===== src/design/wsq_pkg.sv =====
package wsq_pkg;

   localparam int DEPTH  = 16;
   localparam int OCC_W  = $clog2(DEPTH + 1);

   localparam int ELEM_W    = 32;
   localparam int GRADE_W   = 10;
   localparam int COURSES_W = 8;
   localparam int FRAC_W    = 16;
   localparam int PRIO_W    = FRAC_W + 1;
   localparam int DIV_W     = GRADE_W;
   localparam int DIV_CNT_W = $clog2(PRIO_W + 1);

   localparam int REQ_FIELDS_W = 2 + ELEM_W + GRADE_W + COURSES_W;
   localparam int REQ_DATA_W   = ((REQ_FIELDS_W + 7) / 8) * 8;
   localparam int RSP_FIELDS_W = ELEM_W + GRADE_W + COURSES_W + PRIO_W + OCC_W + 1 + 2;
   localparam int RSP_DATA_W   = ((RSP_FIELDS_W + 7) / 8) * 8;
   localparam int RSP_PAD_W    = RSP_DATA_W - RSP_FIELDS_W;

   localparam int CSR_IDX_W  = 1;
   localparam int CSR_DATA_W = GRADE_W;
   localparam logic [CSR_IDX_W-1:0] CSR_GRADE_SCALE  = 1'd0;
   localparam logic [CSR_IDX_W-1:0] CSR_COURSE_SCALE = 1'd1;

   localparam logic [GRADE_W-1:0]   GRADE_SCALE_RESET  = 10'd1000;
   localparam logic [COURSES_W-1:0] COURSE_SCALE_RESET = 8'd30;

   localparam logic [1:0] ACT_ENQ   = 2'd0;
   localparam logic [1:0] ACT_DEQ   = 2'd1;
   localparam logic [1:0] ACT_QUERY = 2'd2;

   localparam logic [1:0] ST_OK    = 2'd0;
   localparam logic [1:0] ST_FULL  = 2'd1;
   localparam logic [1:0] ST_EMPTY = 2'd2;

   typedef struct packed {
      logic [1:0]           action;
      logic [ELEM_W-1:0]    elem;
      logic [GRADE_W-1:0]   grade;
      logic [COURSES_W-1:0] courses;
      logic [PRIO_W-1:0]    prio;
   } cmd_type;

   typedef struct packed {
      logic [ELEM_W-1:0]    elem;
      logic [GRADE_W-1:0]   grade;
      logic [COURSES_W-1:0] courses;
      logic [PRIO_W-1:0]    prio;
   } slot_type;

   typedef struct packed {
      logic [ELEM_W-1:0]    front_elem;
      logic [GRADE_W-1:0]   front_grade;
      logic [COURSES_W-1:0] front_courses;
      logic [PRIO_W-1:0]    front_priority;
      logic [OCC_W-1:0]     entry_count;
      logic                 is_empty;
      logic [1:0]           status;
   } rsp_type;

endpackage


===== src/design/wsq_div.sv =====
module wsq_div import wsq_pkg::*; (
   input  logic              clock,
   input  logic              reset,
   input  logic              start,
   input  logic [DIV_W-1:0]  num,
   input  logic [DIV_W-1:0]  den,
   output logic              busy,
   output logic [PRIO_W-1:0] quo
);

   logic [DIV_W-1:0]     rem_ff, rem_in;
   logic [DIV_W-1:0]     den_ff;
   logic [PRIO_W-1:0]    quo_ff, quo_in;
   logic [DIV_CNT_W-1:0] cnt_ff;
   logic                 zero_ff;
   logic [DIV_W:0]       shifted;
   logic                 take;

   // num <= den, so the first step yields the integer bit without a shift
   always_comb begin
      shifted = (cnt_ff == DIV_CNT_W'(PRIO_W)) ? {1'b0, rem_ff} : {rem_ff, 1'b0};
      take    = shifted >= {1'b0, den_ff};
      rem_in  = take ? DIV_W'(shifted - {1'b0, den_ff}) : shifted[DIV_W-1:0];
      quo_in  = {quo_ff[PRIO_W-2:0], take};
   end

   always_ff @(posedge clock) begin
      if (reset) begin
         cnt_ff <= '0;
      end else if (start) begin
         cnt_ff <= DIV_CNT_W'(PRIO_W);
      end else if (cnt_ff != '0) begin
         cnt_ff <= cnt_ff - DIV_CNT_W'(1);
      end
   end

   always_ff @(posedge clock) begin
      if (start) begin
         rem_ff  <= num;
         den_ff  <= den;
         zero_ff <= (den == '0);
         quo_ff  <= '0;
      end else if (cnt_ff != '0) begin
         rem_ff <= rem_in;
         quo_ff <= quo_in;
      end
   end

   assign busy = (cnt_ff != '0);
   assign quo  = zero_ff ? '0 : quo_ff;

endmodule


===== src/design/wsq_front.sv =====
module wsq_front import wsq_pkg::*; (
   input  logic                 clock,
   input  logic                 reset,
   input  logic                 req_valid,
   output logic                 req_ready,
   input  logic [1:0]           action,
   input  logic [ELEM_W-1:0]    elem_value,
   input  logic [GRADE_W-1:0]   grade_in,
   input  logic [COURSES_W-1:0] courses_in,
   input  logic [GRADE_W-1:0]   grade_scale,
   input  logic [COURSES_W-1:0] course_scale,
   output logic                 push_valid,
   input  logic                 push_ready,
   output cmd_type              push_cmd
);

   typedef enum logic [1:0] {F_IDLE, F_DIV, F_PUSH} state_type;

   state_type            state_ff;
   cmd_type              cmd_ff;
   logic [GRADE_W-1:0]   grade_clamp;
   logic [COURSES_W-1:0] courses_clamp;
   logic                 accept;
   logic                 start;
   logic                 busy_g, busy_c;
   logic [PRIO_W-1:0]    quo_g, quo_c;
   logic [PRIO_W:0]      prio_sum;

   always_comb begin
      grade_clamp   = (grade_in > grade_scale) ? grade_scale : grade_in;
      courses_clamp = (courses_in > course_scale) ? course_scale : courses_in;
      accept        = req_valid && (state_ff == F_IDLE);
      start         = accept && (action == ACT_ENQ);
      prio_sum      = {1'b0, quo_g} + {1'b0, quo_c};
   end

   wsq_div u_div_grade (
      .clock (clock),
      .reset (reset),
      .start (start),
      .num   (grade_clamp),
      .den   (grade_scale),
      .busy  (busy_g),
      .quo   (quo_g)
   );

   wsq_div u_div_courses (
      .clock (clock),
      .reset (reset),
      .start (start),
      .num   (DIV_W'(courses_clamp)),
      .den   (DIV_W'(course_scale)),
      .busy  (busy_c),
      .quo   (quo_c)
   );

   always_ff @(posedge clock) begin
      if (reset) begin
         state_ff <= F_IDLE;
      end else begin
         unique case (state_ff)
            F_IDLE: begin
               if (accept) begin
                  cmd_ff.action  <= action;
                  cmd_ff.elem    <= elem_value;
                  cmd_ff.grade   <= grade_clamp;
                  cmd_ff.courses <= courses_clamp;
                  cmd_ff.prio    <= '0;
                  state_ff       <= start ? F_DIV : F_PUSH;
               end
            end
            F_DIV: begin
               if (!busy_g && !busy_c) begin
                  cmd_ff.prio <= prio_sum[PRIO_W:1];
                  state_ff    <= F_PUSH;
               end
            end
            F_PUSH: begin
               if (push_ready) begin
                  state_ff <= F_IDLE;
               end
            end
            default: state_ff <= F_IDLE;
         endcase
      end
   end

   assign req_ready  = (state_ff == F_IDLE);
   assign push_valid = (state_ff == F_PUSH);
   assign push_cmd   = cmd_ff;

endmodule


===== src/design/wsq_fifo.sv =====
module wsq_fifo import wsq_pkg::*; (
   input  logic    clock,
   input  logic    reset,
   input  logic    push_valid,
   output logic    push_ready,
   input  cmd_type push_cmd,
   output logic    pop_valid,
   input  logic    pop_ready,
   output cmd_type pop_cmd
);

   cmd_type    mem_ff [2];
   logic       wr_ptr_ff, rd_ptr_ff;
   logic [1:0] fill_ff;
   logic       push, pop;

   assign push_ready = (fill_ff != 2'd2);
   assign pop_valid  = (fill_ff != 2'd0);
   assign push       = push_valid && push_ready;
   assign pop        = pop_valid && pop_ready;
   assign pop_cmd    = mem_ff[rd_ptr_ff];

   always_ff @(posedge clock) begin
      if (reset) begin
         wr_ptr_ff <= 1'b0;
         rd_ptr_ff <= 1'b0;
         fill_ff   <= 2'd0;
      end else begin
         if (push) begin
            wr_ptr_ff <= ~wr_ptr_ff;
         end
         if (pop) begin
            rd_ptr_ff <= ~rd_ptr_ff;
         end
         case ({push, pop})
            2'b10:   fill_ff <= fill_ff + 2'd1;
            2'b01:   fill_ff <= fill_ff - 2'd1;
            default: fill_ff <= fill_ff;
         endcase
      end
   end

   always_ff @(posedge clock) begin
      if (push) begin
         mem_ff[wr_ptr_ff] <= push_cmd;
      end
   end

endmodule


===== src/design/wsq_back.sv =====
module wsq_back import wsq_pkg::*; (
   input  logic    clock,
   input  logic    reset,
   input  logic    cmd_valid,
   output logic    cmd_ready,
   input  cmd_type cmd,
   output logic    rsp_valid,
   input  logic    rsp_ready,
   output rsp_type rsp,
   output logic [OCC_W-1:0] occupancy
);

   slot_type         slot_ff [DEPTH];
   slot_type         slot_in [DEPTH];
   slot_type         fresh;
   logic [OCC_W-1:0] occ_ff, occ_in;
   logic [DEPTH-1:0] ahead;
   logic [1:0]       status;
   logic             take;
   logic             rsp_valid_ff;
   rsp_type          rsp_ff, rsp_in;

   assign cmd_ready = !rsp_valid_ff || rsp_ready;
   assign take      = cmd_valid && cmd_ready;

   always_comb begin
      fresh.elem    = cmd.elem;
      fresh.grade   = cmd.grade;
      fresh.courses = cmd.courses;
      fresh.prio    = cmd.prio;
      // entries that stay in front of the new one; the list is sorted, so a prefix
      for (int i = 0; i < DEPTH; i++) begin
         ahead[i] = (OCC_W'(i) < occ_ff) && (slot_ff[i].prio >= cmd.prio);
      end
   end

   always_comb begin
      slot_in = slot_ff;
      occ_in  = occ_ff;
      status  = ST_OK;
      if (take) begin
         unique case (cmd.action)
            ACT_ENQ: begin
               if (occ_ff == OCC_W'(DEPTH)) begin
                  status = ST_FULL;
               end else begin
                  if (!ahead[0]) begin
                     slot_in[0] = fresh;
                  end
                  for (int i = 1; i < DEPTH; i++) begin
                     if (!ahead[i]) begin
                        slot_in[i] = ahead[i-1] ? fresh : slot_ff[i-1];
                     end
                  end
                  occ_in = occ_ff + OCC_W'(1);
               end
            end
            ACT_DEQ: begin
               if (occ_ff == '0) begin
                  status = ST_EMPTY;
               end else begin
                  for (int i = 0; i < DEPTH - 1; i++) begin
                     slot_in[i] = slot_ff[i+1];
                  end
                  occ_in = occ_ff - OCC_W'(1);
               end
            end
            default: begin
            end
         endcase
      end
   end

   always_comb begin
      if (occ_in != '0) begin
         rsp_in.front_elem     = slot_in[0].elem;
         rsp_in.front_grade    = slot_in[0].grade;
         rsp_in.front_courses  = slot_in[0].courses;
         rsp_in.front_priority = slot_in[0].prio;
      end else begin
         rsp_in.front_elem     = '0;
         rsp_in.front_grade    = '0;
         rsp_in.front_courses  = '0;
         rsp_in.front_priority = '0;
      end
      rsp_in.entry_count = occ_in;
      rsp_in.is_empty    = (occ_in == '0);
      rsp_in.status      = status;
   end

   always_ff @(posedge clock) begin
      if (reset) begin
         occ_ff       <= '0;
         rsp_valid_ff <= 1'b0;
      end else begin
         occ_ff <= occ_in;
         if (take) begin
            rsp_valid_ff <= 1'b1;
         end else if (rsp_ready) begin
            rsp_valid_ff <= 1'b0;
         end
      end
   end

   always_ff @(posedge clock) begin
      slot_ff <= slot_in;
      if (take) begin
         rsp_ff <= rsp_in;
      end
   end

   assign rsp_valid = rsp_valid_ff;
   assign rsp       = rsp_ff;
   assign occupancy = occ_ff;

endmodule


===== src/design/weighted_score_priority_queue_core.sv =====
// Bounded priority queue of 16 entries ordered by a score, the mean of
// grade/grade_scale and courses/course_scale in unsigned Q1.16, ties first in,
// first out. Every request gives one response with the front entry, the entry
// count and a status. An enqueue computes its score in the front end: two 17-step
// shift-subtract dividers run one quotient bit per cycle, then the front end forms
// the score and hands the command over, and the back end updates the store. The front
// end holds one request at a time and accepts the next once it has handed its
// command to the two-deep command queue; the sorted store in the back end shifts
// its entries in parallel to insert or remove one. Write the registers only while idle.
module weighted_score_priority_queue_core import wsq_pkg::*; (
   input  logic                  clock,
   input  logic                  reset,
   input  logic                  req_tvalid,
   output logic                  req_tready,
   // action[1:0], elem_value[33:2], grade_in[43:34], courses_in[51:44], zero pad
   input  logic [REQ_DATA_W-1:0] req_tdata,
   output logic                  rsp_tvalid,
   input  logic                  rsp_tready,
   // front_elem[31:0], front_grade[41:32], front_courses[49:42],
   // front_priority[66:50], entry_count[71:67], is_empty[72], status[74:73], zero pad
   output logic [RSP_DATA_W-1:0] rsp_tdata,
   input  logic                  csr_we,
   input  logic [CSR_IDX_W-1:0]  csr_addr,
   input  logic [CSR_DATA_W-1:0] csr_wdata
);

   logic [GRADE_W-1:0]   grade_scale_ff;
   logic [COURSES_W-1:0] course_scale_ff;
   logic                 push_valid, push_ready;
   cmd_type              push_cmd;
   logic                 pop_valid, pop_ready;
   cmd_type              pop_cmd;
   rsp_type              rsp;
   logic [OCC_W-1:0]     occupancy;

   always_ff @(posedge clock) begin
      if (reset) begin
         grade_scale_ff  <= GRADE_SCALE_RESET;
         course_scale_ff <= COURSE_SCALE_RESET;
      end else if (csr_we) begin
         unique case (csr_addr)
            CSR_GRADE_SCALE:  grade_scale_ff  <= csr_wdata;
            CSR_COURSE_SCALE: course_scale_ff <= csr_wdata[COURSES_W-1:0];
            default: begin
            end
         endcase
      end
   end

   wsq_front u_front (
      .clock        (clock),
      .reset        (reset),
      .req_valid    (req_tvalid),
      .req_ready    (req_tready),
      .action       (req_tdata[1:0]),
      .elem_value   (req_tdata[2 +: ELEM_W]),
      .grade_in     (req_tdata[2 + ELEM_W +: GRADE_W]),
      .courses_in   (req_tdata[2 + ELEM_W + GRADE_W +: COURSES_W]),
      .grade_scale  (grade_scale_ff),
      .course_scale (course_scale_ff),
      .push_valid   (push_valid),
      .push_ready   (push_ready),
      .push_cmd     (push_cmd)
   );

   wsq_fifo u_fifo (
      .clock      (clock),
      .reset      (reset),
      .push_valid (push_valid),
      .push_ready (push_ready),
      .push_cmd   (push_cmd),
      .pop_valid  (pop_valid),
      .pop_ready  (pop_ready),
      .pop_cmd    (pop_cmd)
   );

   wsq_back u_back (
      .clock     (clock),
      .reset     (reset),
      .cmd_valid (pop_valid),
      .cmd_ready (pop_ready),
      .cmd       (pop_cmd),
      .rsp_valid (rsp_tvalid),
      .rsp_ready (rsp_tready),
      .rsp       (rsp),
      .occupancy (occupancy)
   );

   assign rsp_tdata = {{RSP_PAD_W{1'b0}}, rsp.status, rsp.is_empty, rsp.entry_count,
                       rsp.front_priority, rsp.front_courses, rsp.front_grade,
                       rsp.front_elem};

   a_count_bound: assert property (@(posedge clock) disable iff (reset)
      occupancy <= OCC_W'(DEPTH))
      else $error("entry count above depth");

   a_full_status: assert property (@(posedge clock) disable iff (reset)
      rsp_tvalid && (rsp.status == ST_FULL) |-> rsp.entry_count == OCC_W'(DEPTH))
      else $error("full status while queue not full");

   a_empty_status: assert property (@(posedge clock) disable iff (reset)
      rsp_tvalid && (rsp.status == ST_EMPTY) |-> rsp.is_empty && rsp.entry_count == '0)
      else $error("empty status while queue holds entries");

   a_empty_fields: assert property (@(posedge clock) disable iff (reset)
      rsp_tvalid && rsp.is_empty |-> rsp.front_priority == '0 && rsp.front_elem == '0)
      else $error("empty queue reports a front entry");

   a_front_busy: assert property (@(posedge clock) disable iff (reset)
      req_tvalid && req_tready |=> !req_tready)
      else $error("front end took a request while busy");

endmodule


===== config.mk =====
export PLATFORM = sky130hd
export DESIGN_NAME = weighted_score_priority_queue_core
export DESIGN_NICKNAME = d
export VERILOG_FILES = /design/src/design/wsq_pkg.sv /design/src/design/wsq_div.sv /design/src/design/wsq_front.sv /design/src/design/wsq_fifo.sv /design/src/design/wsq_back.sv /design/src/design/weighted_score_priority_queue_core.sv
export SDC_FILE = /design/constraint.sdc
export NUM_CORES = 2
export LEC_CHECK = 0
export BUFFER_PORTS_ARGS = -buffer_cell sky130_fd_sc_hd__buf_2
export CAP_MARGIN = 40
export CORE_MARGIN = 10
export CORE_UTILIZATION = 30
export DETAILED_ROUTE_END_ITERATION = 6
export GPL_ROUTABILITY_DRIVEN = 0
export GPL_TIMING_DRIVEN = 0
export PLACE_DENSITY = 0.53
export SYNTH_ARGS = -nofsm -noshare
export SYNTH_HDL_FRONTEND = slang
export SYNTH_SLANG_ARGS = --single-unit

===== constraint.sdc =====
create_clock -name clock -period 8.2 [get_ports clock]
set_input_delay 0.82 -clock clock [delete_from_list [all_inputs] [get_ports clock]]
set_output_delay 0.82 -clock clock [all_outputs]
set_load 0.02 [all_outputs]

==> flow_summary.yaml <==
status:
  status: "finished, final reports clean"
placement:
  post-dp-hpwl_mm: 250
  placedCellCount: 10798
  placed_cell_area_um2: 85700
  port_buffers: 143
  dpl_worst_slack_ns: 1.26
sta:
  setup_viol: 0
  maxSlewViolCount: 0
  clock.fmax_mhz: 143
  relSlewSlack_pct: 30.4
  fin_crit_sh_pct: 85.3
  rsz0062_at_grt: "false"
  final_hold_viol_count: 0
  skew_ns: 0.0415
  setup_slack_ns: 1.20
  worst_pin_slew_ns: 1.04
  min_period_ns: 7.00
logic_synthesis:
  syn_avg_cell_area_um2: 11.0
  synth_ff_type: "edfxtp_1"
  synth_area_leaders: "edfxtp_1, mux2i_1, nand2_1"
  synthesis.area_um2: 77900
  yosysWarnings: 0
  ys_seq_area_share_pct: 54.8
  synth_cell_type_count: 74
  synth_top_area_share_pct: 51.1
  syn_inst: 7083
  yosys.area.top_type: "edfxtp_1"
  synthArstFlopShare_pct: 0
  ys_ff_latch: 1469
  synth_edf_count: 1325
detailed_routing:
  avgRoutedWirePerCell_um: 27.7
  drcViolationCount: 0
  avgViaCountPerCell: 5.64
  finalWirelength_mm: 307
  ant_nets: 0
  vias: 62648
  first_pass_iters: 7
  drtIter0Drc: 7318
floorplanning:
  die_y_um: 530
  row_count: 187
  io_pins: 154
  fp.dieW_um: 530
  start_util_pct: 30.1
  die-area_um2: 280000
  coreArea_um2: 259000
clocking:
  cts.htree.levels: 4
  cts_max_path_buffers: 3
  clock-sinks: 1469
  postCtsHoldBufs: 0
  cts.clk_slew.worst_paths_ns: 0.06
  clock_latency_ns: 0.84
  cts_tree: "done"
  cts_resized: 0
  root_buffer: "clkbuf_16"
  cts_setup_buffers: 0
  numCtsBuffers: 160
worst_setup_path:
  crit_required_ns: 8.71
  cp-start-kind: "register"
  cp_slowest_stage_delay_ns: 0.71
  rr_worst_depth: 17
  worst-setup-path-type: "register to register"
  worstSetupEndpointType: "register"
  crit_arrival_ns: 7.51
  path_cells: "buf_2 -> buf_1 -> mux2_2 -> inv_1 -> ha_1 -> nand4_1 -> nor3_1 -> a2111oi_0 -> nor4_1 -> o31ai_2 -> buf_4 -> buf_2 -> buf_1 -> nor2_1 -> nor2_4 -> buf_12 -> buf_12"
  cp_max_fo: 29
  cp_slowest_cell: "inv_1"
hold_path:
  min_path_cells: 1
  hold_class: "primary input to register"
cells_and_area:
  fin_cells: 11105
  fillers: 25611
  final_net_count: 7973
  stdcell_area_um2: 91000
  synthToLayoutAreaGrowth_pct: 16.8
  final_util_pct: 35.1
  drive_gt1_share_pct: 11.9
grt:
  grt_antenna_before_repair: 15
  grt_max_degree: 51
  grt_overflow_total: 0
  grt.total_usage_pct: 21.0
  grt_pass1_wl_mm: 435
  grt_pass1_vias: 60800
power:
  power.density_nw_per_um2: 329
  fin_total_pwr_w: 0.0300
  total_leakage_power_nw: 29.0
  ir_worst_vdd_mv: 0.311
job:
  max_cap_violations: 0
[routing by layer]
layer | track usage, % | wire (µm) | vias to the layer above
met2 | 33.7 | 139000 | 3422
met3 | 3.89 | 27300 | 671
met4 | 10.5 | 17400 | 8
li1 | - | - | 27907
met1 | 27.2 | 124000 | 30640
met5 | 0 | 46 | -
[report_power, final]
part           switching, W  internal [W]
logic               0.00713       0.00333
clock network       0.00321       0.00416
registers           0.00132        0.0108
total                0.0117        0.0183
[metrics by stage]
stage	hold WS, ns	setup TNS, ns
global placement	0.424	-2941.47
floorplan	0.421	0
finish	0.164	0
detailed placement	0.430	0
global route	0.141	0
CTS	0.107	0
[path summary, 6_finish.rpt]
path	startpoint	end	slack (ns)
max	register	u_back.slot_ff[384]	1.20
max reg2reg	register	u_back.slot_ff[384]	1.20
min reg2reg	u_front.push_cmd[18]	u_fifo.mem_ff[0][18]	0.44
min	req_tdata[33]	u_front.push_cmd[66]	0.16
[kinds of logic (layout without fill, tap and decap cells)]
| family | after synthesis | in the layout | share of synthesized area [%] |
|---|---|---|---|
| other | 1 | 11 | 0.00481 |
| muxes | 637 | 637 | 8.47 |
| buffers and inverters | 705 | 1315 | 3.68 |
| and+or+nand+nor | 1911 | 1911 | 10.7 |
| AOI/OAI and AO/OA | 1992 | 1992 | 16.5 |
| DFF | 1469 | 1469 | 54.8 |
| xor gates and xnor gates | 31 | 31 | 0.349 |
| adders and majority gates | 337 | 337 | 5.44 |
[cell usage after synthesis (25+ instances only)]
cell,n
edfxtp_1,1325
nand2_1,1146
o21ai_0,641
mux2i_1,461
clkbuf_1,431
a21oi_1,359
ha_1,334
o211ai_1,271
nand3_1,237
mux2_2,176
nor3_1,163
dfxtp_1,144
o31ai_1,139
a22oi_1,137
nor2_1,110
inv_1,108
buf_2,104
nand4_1,101
a31oi_1,81
a22o_1,68
nor2b_1,59
a221oi_2,50
a21o_1,43
buf_1,42
o21ai_1,38
o21a_1,25
[layout make-up]
class	instances	area [µm²]	share of cell area, %
clock buffers	208	4270	4.69
inverters	108	405	0.446
clock inverters	87	888	0.977
repair buffers	315	3400	3.74
multi-input cells	4913	32600	35.8
flip-flops and latches	1469	42700	46.9
diodes	6	15.0	0.0165
well taps	3402	4260	4.68
plain buffers	597	2470	2.71
[worst max-delay path, delay by kind of cell (launching register included)]
family | cells | cell delay [ns]
buf+inv | 8 | 3.23
fa+ha+maj | 1 | 0.40
simple gates | 5 | 1.14
compound gates | 2 | 1.03
flops | 1 | 0.31
mux | 1 | 0.49
[sequential cells by signal, indices dropped and copies added (netlist names), 10 cells and up, named ones only]
name	cells
u_back.rsp	75
u_front.push_cmd	69
u_back.slot_ff	1072
u_front.u_div_grade.den_ff	10
grade_scale_ff	10
u_front.u_div_courses.quo_ff	17
u_fifo.mem_ff	138
u_front.u_div_grade.rem_ff	10
u_front.u_div_courses.rem_ff	10
u_front.u_div_grade.quo_ff	17
[cell usage in the layout, fill, tap and decap left out, drive strengths merged, types with 68 or more instances in the layout]
master / netlist / final
a21oi: 359 / 359
a221oi: 68 / 68
a22o: 68 / 68
a22oi: 137 / 137
a31oi: 81 / 81
buf: 166 / 481
clkbuf: 431 / 639
dfxtp: 144 / 144
edfxtp: 1325 / 1325
ha: 334 / 334
inv: 108 / 116
mux2: 176 / 176
mux2i: 461 / 461
nand2: 1146 / 1146
nand3: 237 / 237
nand4: 101 / 101
nor2: 111 / 111
nor3: 164 / 164
o211ai: 272 / 272
o21ai: 679 / 679
o31ai: 140 / 140
No activity file was read; power rests on OpenSTA's default activity.
